File: src/hw/rtl/prf_pkg.sv
// Package for the packet ring FIFO: ring geometry, operation codes, controller states,
// beat payload structs and the command/status structs between controller and datapath.
// No dependencies.
package prf_pkg;

  localparam int RING_DEPTH = 512;
  localparam int PTR_W      = $clog2(RING_DEPTH);
  localparam int HDR_BYTES  = 4;

  typedef logic [PTR_W-1:0] ptr_t;
  typedef logic [PTR_W:0]   ext_t;

  typedef enum logic [2:0] {
    OP_RX_HDR  = 3'd0,
    OP_RX_BYTE = 3'd1,
    OP_PARSE   = 3'd2,
    OP_READ    = 3'd3,
    OP_PEEK    = 3'd4,
    OP_PURGE   = 3'd5
  } op_t;

  typedef enum logic [2:0] {
    ST_IDLE,
    ST_EXEC,
    ST_HDR_WR,
    ST_PARSE_RD,
    ST_MEM_RD,
    ST_DONE
  } st_t;

  typedef struct packed {
    logic [2:0]         operation;
    logic [7:0]         rx_length;
    logic signed [15:0] rx_rssi;
    logic signed [7:0]  rx_snr;
    logic [7:0]         rx_byte;
  } in_item_t;

  typedef struct packed {
    logic [7:0]         data_out;
    logic               empty_res;
    logic               accepted;
    logic               packet_found;
    logic [7:0]         packet_length;
    logic signed [15:0] packet_rssi;
    logic signed [7:0]  packet_snr;
    logic [8:0]         bytes_left;
  } out_item_t;

  typedef struct packed {
    logic capture;
    logic exec;
    logic hdr_wr;
    logic parse_rd;
    logic rd_cap;
    logic load_out;
  } dp_cmd_t;

  typedef struct packed {
    op_t  op;
    logic hdr_fit;
    logic pkt_avail;
    logic byte_avail;
    logic hdr_last;
    logic parse_last;
  } dp_sts_t;

endpackage

File: src/hw/rtl/prf_ctrl.sv
// Controller of the packet ring FIFO: sequences capture, execute, header
// writes, header reads, byte reads and the output beat. Depends on prf_pkg.
module prf_ctrl (
  input  logic              clk,
  input  logic              rst_n,
  input  logic              in_valid,
  output logic              in_ready,
  output logic              out_valid,
  input  logic              out_ready,
  input  prf_pkg::dp_sts_t  sts,
  output prf_pkg::dp_cmd_t  cmd
);

  prf_pkg::st_t state_r, state_nxt;
  logic         out_valid_r, out_valid_nxt;

  always_ff @(posedge clk) begin
    if (!rst_n) begin
      state_r     <= prf_pkg::ST_IDLE;
      out_valid_r <= 1'b0;
    end else begin
      state_r     <= state_nxt;
      out_valid_r <= out_valid_nxt;
    end
  end

  always_comb begin
    state_nxt     = state_r;
    out_valid_nxt = out_valid_r && !out_ready;
    in_ready      = 1'b0;
    cmd           = '0;
    case (state_r)
      prf_pkg::ST_IDLE: begin
        in_ready = 1'b1;
        if (in_valid) begin
          cmd.capture = 1'b1;
          state_nxt   = prf_pkg::ST_EXEC;
        end
      end
      prf_pkg::ST_EXEC: begin
        cmd.exec = 1'b1;
        case (sts.op)
          prf_pkg::OP_RX_HDR:
            state_nxt = sts.hdr_fit ? prf_pkg::ST_HDR_WR : prf_pkg::ST_DONE;
          prf_pkg::OP_PARSE:
            state_nxt = sts.pkt_avail ? prf_pkg::ST_PARSE_RD : prf_pkg::ST_DONE;
          prf_pkg::OP_READ,
          prf_pkg::OP_PEEK:
            state_nxt = sts.byte_avail ? prf_pkg::ST_MEM_RD : prf_pkg::ST_DONE;
          default:
            state_nxt = prf_pkg::ST_DONE;
        endcase
      end
      prf_pkg::ST_HDR_WR: begin
        cmd.hdr_wr = 1'b1;
        if (sts.hdr_last) begin
          state_nxt = prf_pkg::ST_DONE;
        end
      end
      prf_pkg::ST_PARSE_RD: begin
        cmd.parse_rd = 1'b1;
        if (sts.parse_last) begin
          state_nxt = prf_pkg::ST_DONE;
        end
      end
      prf_pkg::ST_MEM_RD: begin
        cmd.rd_cap = 1'b1;
        state_nxt  = prf_pkg::ST_DONE;
      end
      prf_pkg::ST_DONE: begin
        // hold until the output register is free
        if (!out_valid_r || out_ready) begin
          cmd.load_out  = 1'b1;
          out_valid_nxt = 1'b1;
          state_nxt     = prf_pkg::ST_IDLE;
        end
      end
      default: state_nxt = prf_pkg::ST_IDLE;
    endcase
  end

  assign out_valid = out_valid_r;

endmodule

File: config.mk
export PLATFORM = sky130hd
export DESIGN_NAME = prf_ctrl
export DESIGN_NICKNAME = d
export VERILOG_FILES = /design/src/hw/rtl/prf_pkg.sv /design/src/hw/rtl/prf_ctrl.sv
export SDC_FILE = /design/constraint.sdc
export NUM_CORES = 1
export LEC_CHECK = 0
export ABC_AREA = 0
export BUFFER_PORTS_ARGS = -buffer_cell sky130_fd_sc_hd__clkbuf_2
export CAP_MARGIN = 5
export CORE_AREA = 2 2 39 41
export CTS_CLUSTER_DIAMETER = 40
export DETAILED_ROUTE_END_ITERATION = 8
export DIE_AREA = 0 0 41 43
export HOLD_SLACK_MARGIN = 0.02
export REMOVE_ABC_BUFFERS = 1
export SLEW_MARGIN = 5
export SYNTH_ARGS = -nofsm -noshare
export SYNTH_HDL_FRONTEND = slang
export SYNTH_SLANG_ARGS = --single-unit
File: constraint.sdc
create_clock -name clk -period 2.7 [get_ports clk]
set_input_delay 0.27 -clock clk [delete_from_list [all_inputs] [get_ports clk]]
set_output_delay 0.27 -clock clk [all_outputs]
set_load 0.005 [all_outputs]
==> results of run 1 <==
placed cells by master (no fill, tap or decap), types with 2 or more instances in the layout:
cell / n
clkbuf_2: 19
nor2b_1: 3
nor2_1: 3
nor3b_1: 2
mux2i_1: 3
and2_1: 2
clkbuf_4: 3
nand2b_1: 4
dfxtp_1: 4
a21oi_1: 3
final timing paths:
check	depth (start not counted)	slack, ps	endpoint
worst max register to register	4	1410	state_r[2]
worst min-delay path	2	300	state_r[2]
worst max-delay path	3	1120	cmd[2]
worst min register to register	2	580	out_valid
report_power, final:
group | switching, uW | total (uW) | internal, uW
sequential | 12.5 | 76.4 | 63.9
combinational | 24.5 | 56.1 | 31.6
clock | 26.7 | 76.6 | 49.9
total | 63.7 | 209 | 145
per-stage QoR:
| stage | hold WS [ps] | std cells | area [um2] | power [uW] |
|---|---|---|---|---|
| after floorplan | 398 | 40 | 338 | 107 |
| after global routing | 308 | 78 | 475 | 221 |
| final | 298 | 78 | 475 | 209 |
| after global placement | 545 | 75 | 453 | 133 |
| after detailed placement | 546 | 75 | 453 | 134 |
| after CTS | 292 | 78 | 475 | 213 |
layer usage:
layer  global-route usage (%)  up-vias
met4                     8.00        0
met1                     10.3      167
met2                     18.1       11
met5                        0        -
met3                     1.57        2
li1                         -      196
logic make-up after synthesis:
logic type             count (synthesis)  synth area share (%)
muxes                                  4                  11.3
DFF                                    4                  21.9
and+or+nand+nor                       23                  43.1
buffers and inverters                  3                  7.53
AOI/OAI and AO/OA                      9                  16.1
final cells by class:
type,count,area share [%]
repair buffers,19,20.0
flip-flops and latches,4,16.8
well taps,16,4.21
clock buffers,3,4.74
multi-input cells,36,54.2
state kept, by name, indices dropped and copies added, names as in the netlist:
name       flops
state_r        3
out_valid      1
==> impl_metrics.toml, run 1 <==
[grt]
track_usage_pct = 10.5
grt_max_degree = 14
grt_pass1_vias = 328
grt-ovfl-total = 0
grt_pass1_wl_um = 1220
antenna_found_initial = 0

[yosys]
synth_ff_type = "dfxtp_1"
synth_cells = 43
yosysTopAreaCell = "dfxtp_1"
ys_ff_latch = 4
synth_area_um2 = 365
ys_types = 26
ys_top_cells_by_count = "4 x dfxtp_1, 4 x nand2b_1"
synth_edf_count = 0
synth_top_area_share_pct = 21.9
synthArstFlopShare_pct = 0
netlist_top_cells_area = "dfxtp_1 22%, mux2i_1 8.2%, nand2b_1 6.8%"
yosys_warnings = 0
yosysSeqAreaShare_pct = 21.9
avgSynthCellArea_um2 = 8.50

[final_layout]
layout-drive-gt1-share_pct = 40.3
fin_util_pct = 34.4
antennaDiodeCount = 0
syn_to_final_growth_pct = 30.1
num-fill-cells = 159
multi_input_area_um2 = 258
fin_nets = 76
ff_latch_area_um2 = 80.1

[timing]
worst_slew_pin_slew_ps = 406
rsz0062_at_grt = "false"
hold_viol_final = 0
setup_violations = 0
finalClockSkew_ps = 0.611
period_needed_ps = 1580
slew_headroom_pct = 72.9
tns_ps = 0
worst_slack_ps = 1120
slew_viol_final = 0
period_share_pct = 58.5
max_freq_mhz = 633

[drt]
ant_nets = 0
wl_per_cell_um = 10.6
wl_um = 830
dr.max_layer_used = "met4"
drc = 0
vias = 376
vias_per_cell = 4.82
wl_met1_um = 322
drtIter0Drc = 3
first_pass_iters = 2
wl_met2_um = 445
wl_met3_um = 47

[floorplan]
coreArea_um2 = 1380
die_w_um = 41
die_area_um2 = 1760
pin_count = 20
dieHeight_um = 43
core.rowCount = 14
start_util_pct = 26.4

[cts]
cts.sinks = 4
post_cts.repair.setup_buffers = 0
cts_tree = "built"
ctsRootBufferMaster = "clkbuf_4"
cts_resized = 0
max-clock-path-buffers = 2
clk_latency_ps = 240
numCtsBuffers = 3
cts_hold_buf = 0
path_clk_slew_ps = 40
h-tree-depth = 1

[place]
gp_congestion = 0.797
pre_cts_slack_ps = 1370
hpwl_um = 653
port_buffers = 19

[setup_path]
startpoint_type = "register"
critPathSlowestCell = "dfxtp_1"
arrival_ps = 1310
crit_required_ps = 2430
path_cells = "and2b_4 > and2_1 > clkbuf_2"
critPathCaptureType = "primary output"
cp_max_fo = 12
max_stage_delay_ps = 560
path_buf_inv = 1
timing.rr.start = "state_r[1]"
path_class = "register to primary output"
crit_family = "flip-flops"
crit_start = "state_r[2]"

[pwr]
p_leak_uw = 0.000217
powerDensity_nw_per_um2 = 440
ir_drop_uv = 119

[outcome]
outcome = "finished clean"

[flow_run]
drv_cap = 0

[hold_path]
min_from = "rst_n"
hold_path.class = "input pin to register"
Note: power is estimated with default switching activity, not from simulation.
==> inputs of run 2 (changes only) <==
- clock period: 2.7 -> 1.48 ns (I/O delays scaled with it)
==> impl_metrics.toml, run 2 (synthesis gave the netlist of run 1 again) <==
[outcome]
outcome = "finished clean"

[timing]
period_share_pct = 91.1
rsz0062_at_grt = "false"
worst_slew_pin_slew_ps = 427
slew_headroom_pct = 71.5
setup_violations = 0
finalClockSkew_ps = 0.335
max_freq_mhz = 741
period_needed_ps = 1350
slew_viol_final = 0
tns_ps = 0
hold_viol_final = 0

[cts]
path_clk_slew_ps = 30
cts_hold_buf = 0
max-clock-path-buffers = 2
h-tree-depth = 1
post_cts.repair.setup_buffers = 0
numCtsBuffers = 3
cts.sinks = 4
ctsRootBufferMaster = "clkbuf_4"
cts_tree = "built"
clk_latency_ps = 230

[floorplan]
core.rowCount = 14
dieHeight_um = 43
die_w_um = 41
die_area_um2 = 1760
start_util_pct = 26.4
coreArea_um2 = 1380
pin_count = 20

[final_layout]
fin_area_um2 = 489
ff_latch_area_um2 = 81.3
final_common_cell = "clkbuf_2"
fin_nets = 77
regMostFlops = "state_r"
fin_util_pct = 35.4
num-fill-cells = 151
multi_input_area_um2 = 263
largest_register_ff_count = 3
layout-drive-gt1-share_pct = 44.4
final_cell_mix = "19 x clkbuf_2, 4 x nand2b_1"
syn_to_final_growth_pct = 33.9
antennaDiodeCount = 0

[drt]
ant_nets = 0
vias = 371
wl_um = 836
vias_per_cell = 4.70
first_pass_iters = 3
drc = 0
drtIter0Drc = 4
wl_per_cell_um = 10.6

[setup_path]
path_class = "register to primary output"
arrival_ps = 1200
crit_required_ps = 1330
cp_max_fo = 13
critPathCaptureType = "primary output"
startpoint_type = "register"

[grt]
grt-ovfl-total = 0
track_usage_pct = 10.3
grt_pass1_vias = 334
grt_pass1_wl_um = 1260
grt_max_degree = 14
antenna_found_initial = 0

[pwr]
p_total_uw = 375
ir_drop_uv = 265
powerDensity_nw_per_um2 = 767
p_leak_uw = 0.000223

[flow_run]
drv_cap = 0

[place]
port_buffers = 19
hpwl_um = 703
placed_cell_area_um2 = 460
gp_congestion = 0.733

[hold_path]
hold_path.class = "input pin to register"
-- run 2: final timing paths --
check                    end  slack (ps)       start  cells after the start
hold / removal    state_r[2]         180       rst_n                      2
setup / recovery      cmd[0]         130  state_r[0]                      3
hold reg to reg    out_valid         570   out_valid                      2
setup reg to reg  state_r[2]         320  state_r[2]                      3
-- run 2: routing by layer --
metal  GRT usage [%]  routed length (um)  up-vias
li1                -                   -      198
met1            12.1                 333      162
met2            17.5                 446       11
met3            3.14                  55        0
met4            2.00                   0        0
met5               0                   0        -
-- run 2: power by group --
| part | switching, uW | leakage, uW | internal [uW] |
|---|---|---|---|
| Clock | 38.5 | 0.0000138 | 90.3 |
| Sequential | 23.1 | 0.0000332 | 117 |
| Combinational | 45.7 | 0.000177 | 60.0 |
| Total | 107 | 0.000223 | 268 |
-- run 2: worst max-delay path: stages (launching register included) --
cell and delay (ps):
dfxtp_1 570, nand3b_1 160, nor2_1 120, clkbuf_2 120
-- run 2: layout make-up --
cell class	instances	area share, %
timing repair buffer	20	21.0
clock buffer	3	4.60
sequential	4	16.6
tap	16	4.09
multi-input combinational	36	53.7
-- run 2: repair_timing --
item / CTS / global route
setup endpoints to repair: 0 / 3
gates resized for setup: 0 / 2
endpoints found under the hold margin: 0 / 0
-- run 2: metrics by stage --
step	worst slack [ps]	cells	hold WS (ps)
6_report	131	79	178
4_1_cts	50.6	79	183
3_5_place_dp	242	76	424
5_1_grt	36.7	79	191
3_3_place_gp	268	76	425
2_1_floorplan	305	40	276
==> inputs of run 3 (changes only) <==
- CAP_MARGIN: 5 -> default
- clock period: 1.48 -> 1.5 ns (I/O delays scaled with it)
==> impl_metrics.toml, run 3 (synthesis gave the netlist of run 1 again) <==
[place]
gp_congestion = 0.733
placed_cell_area_um2 = 460
hpwl_um = 703
port_buffers = 19
pre_cts_slack_ps = 262

[cts]
cts_resized = 0
numCtsBuffers = 3
h-tree-depth = 1
cts_hold_buf = 0
cts.sinks = 4
clk_latency_ps = 230
ctsRootBufferMaster = "clkbuf_4"
path_clk_slew_ps = 30
max-clock-path-buffers = 2
cts_tree = "built"
post_cts.repair.setup_buffers = 0

[timing]
rsz0062_at_grt = "false"
finalClockSkew_ps = 0.335
hold_viol_final = 0
slew_headroom_pct = 72.2
worst_slack_ps = 64.3
slew_viol_final = 0
period_share_pct = 95.7
setup_violations = 0
worst_slew_pin_slew_ps = 416
max_freq_mhz = 697
period_needed_ps = 1440
tns_ps = 0

[setup_path]
arrival_ps = 1290
startpoint_type = "register"
critPathCaptureType = "primary output"
path_cells = "and2b_4 > and2_1 > clkbuf_2"
path_class = "register to primary output"
max_stage_delay_ps = 550
critPathSlowestCell = "dfxtp_1"
cp_max_fo = 12
crit_required_ps = 1350

[final_layout]
fin_nets = 77
final_common_cell = "clkbuf_2"
final_cell_mix = "19 x clkbuf_2, 4 x nand2b_1, 4 x dfxtp_1"
syn_to_final_growth_pct = 32.2
layout-drive-gt1-share_pct = 41.3
antennaDiodeCount = 0
fin_util_pct = 34.9
num-fill-cells = 153
fin_area_um2 = 483
regMostFlops = "state_r"
largest_register_ff_count = 3

[grt]
antenna_found_initial = 0
grt_max_degree = 14
use_met1_pct = 12.1
grt_pass1_vias = 334
track_usage_pct = 10.3
grt_use_met2_pct = 17.5
grt-busiest-layer = "met2"
grt_util_met3_pct = 3.14
grt_pass1_wl_um = 1260
grt-ovfl-total = 0

[pwr]
p_leak_uw = 0.000222
ir_drop_uv = 262
p_total_uw = 367
powerDensity_nw_per_um2 = 760

[drt]
ant_nets = 0
wl_um = 837
wl_per_cell_um = 10.6
vias = 370
drtIter0Drc = 4
first_pass_iters = 2
drc = 0
vias_per_cell = 4.68

[flow_run]
drv_cap = 0

[floorplan]
coreArea_um2 = 1380
die_w_um = 41
start_util_pct = 26.4
core.rowCount = 14
dieHeight_um = 43
pin_count = 20
die_area_um2 = 1760

[outcome]
outcome = "finished clean"

[hold_path]
hold_path.class = "input pin to register"
## run 3: through the flow
stage | cells | hold slack [ps]
after floorplan | 40 | 278
after global placement | 76 | 427
after detailed placement | 76 | 426
after CTS | 79 | 185
after global routing | 79 | 200
final | 79 | 187
## run 3: final cells by class
cell class / count / area [um2] / share of cell area [%]
Clock buffer: 3 / 22.5 / 4.66
Multi-Input combinational cell: 36 / 258 / 53.4
Sequential cell: 4 / 80.1 / 16.6
Tap cell: 16 / 20.0 / 4.15
Timing Repair Buffer: 20 / 103 / 21.2
## run 3: worst paths after layout
path	slack [ps]	from	cells after the start	end
setup / recovery	60	state_r[2]	3	cmd[2]
setup reg to reg	240	state_r[2]	2	state_r[2]
hold reg to reg	570	out_valid	2	out_valid
hold / removal	190	rst_n	2	state_r[2]
## run 3: worst max-delay path, delay by kind of cell (launching register included)
kind	cells	cell delay (ps)
buffers and inverters	1	110
DFF	1	550
and+or+nand+nor	2	410
## run 3: metal layers
| metal | vias to the layer above | wire length (um) |
|---|---|---|
| met5 | - | 0 |
| met4 | 0 | 0 |
| met3 | 0 | 55 |
| met2 | 11 | 442 |
| met1 | 160 | 338 |
| li1 | 199 | - |
## run 3: report_power, final
group | internal (uW) | switching (uW)
registers | 115 | 22.0
logic | 57.7 | 44.9
clock network | 89.1 | 38.0
total | 262 | 105
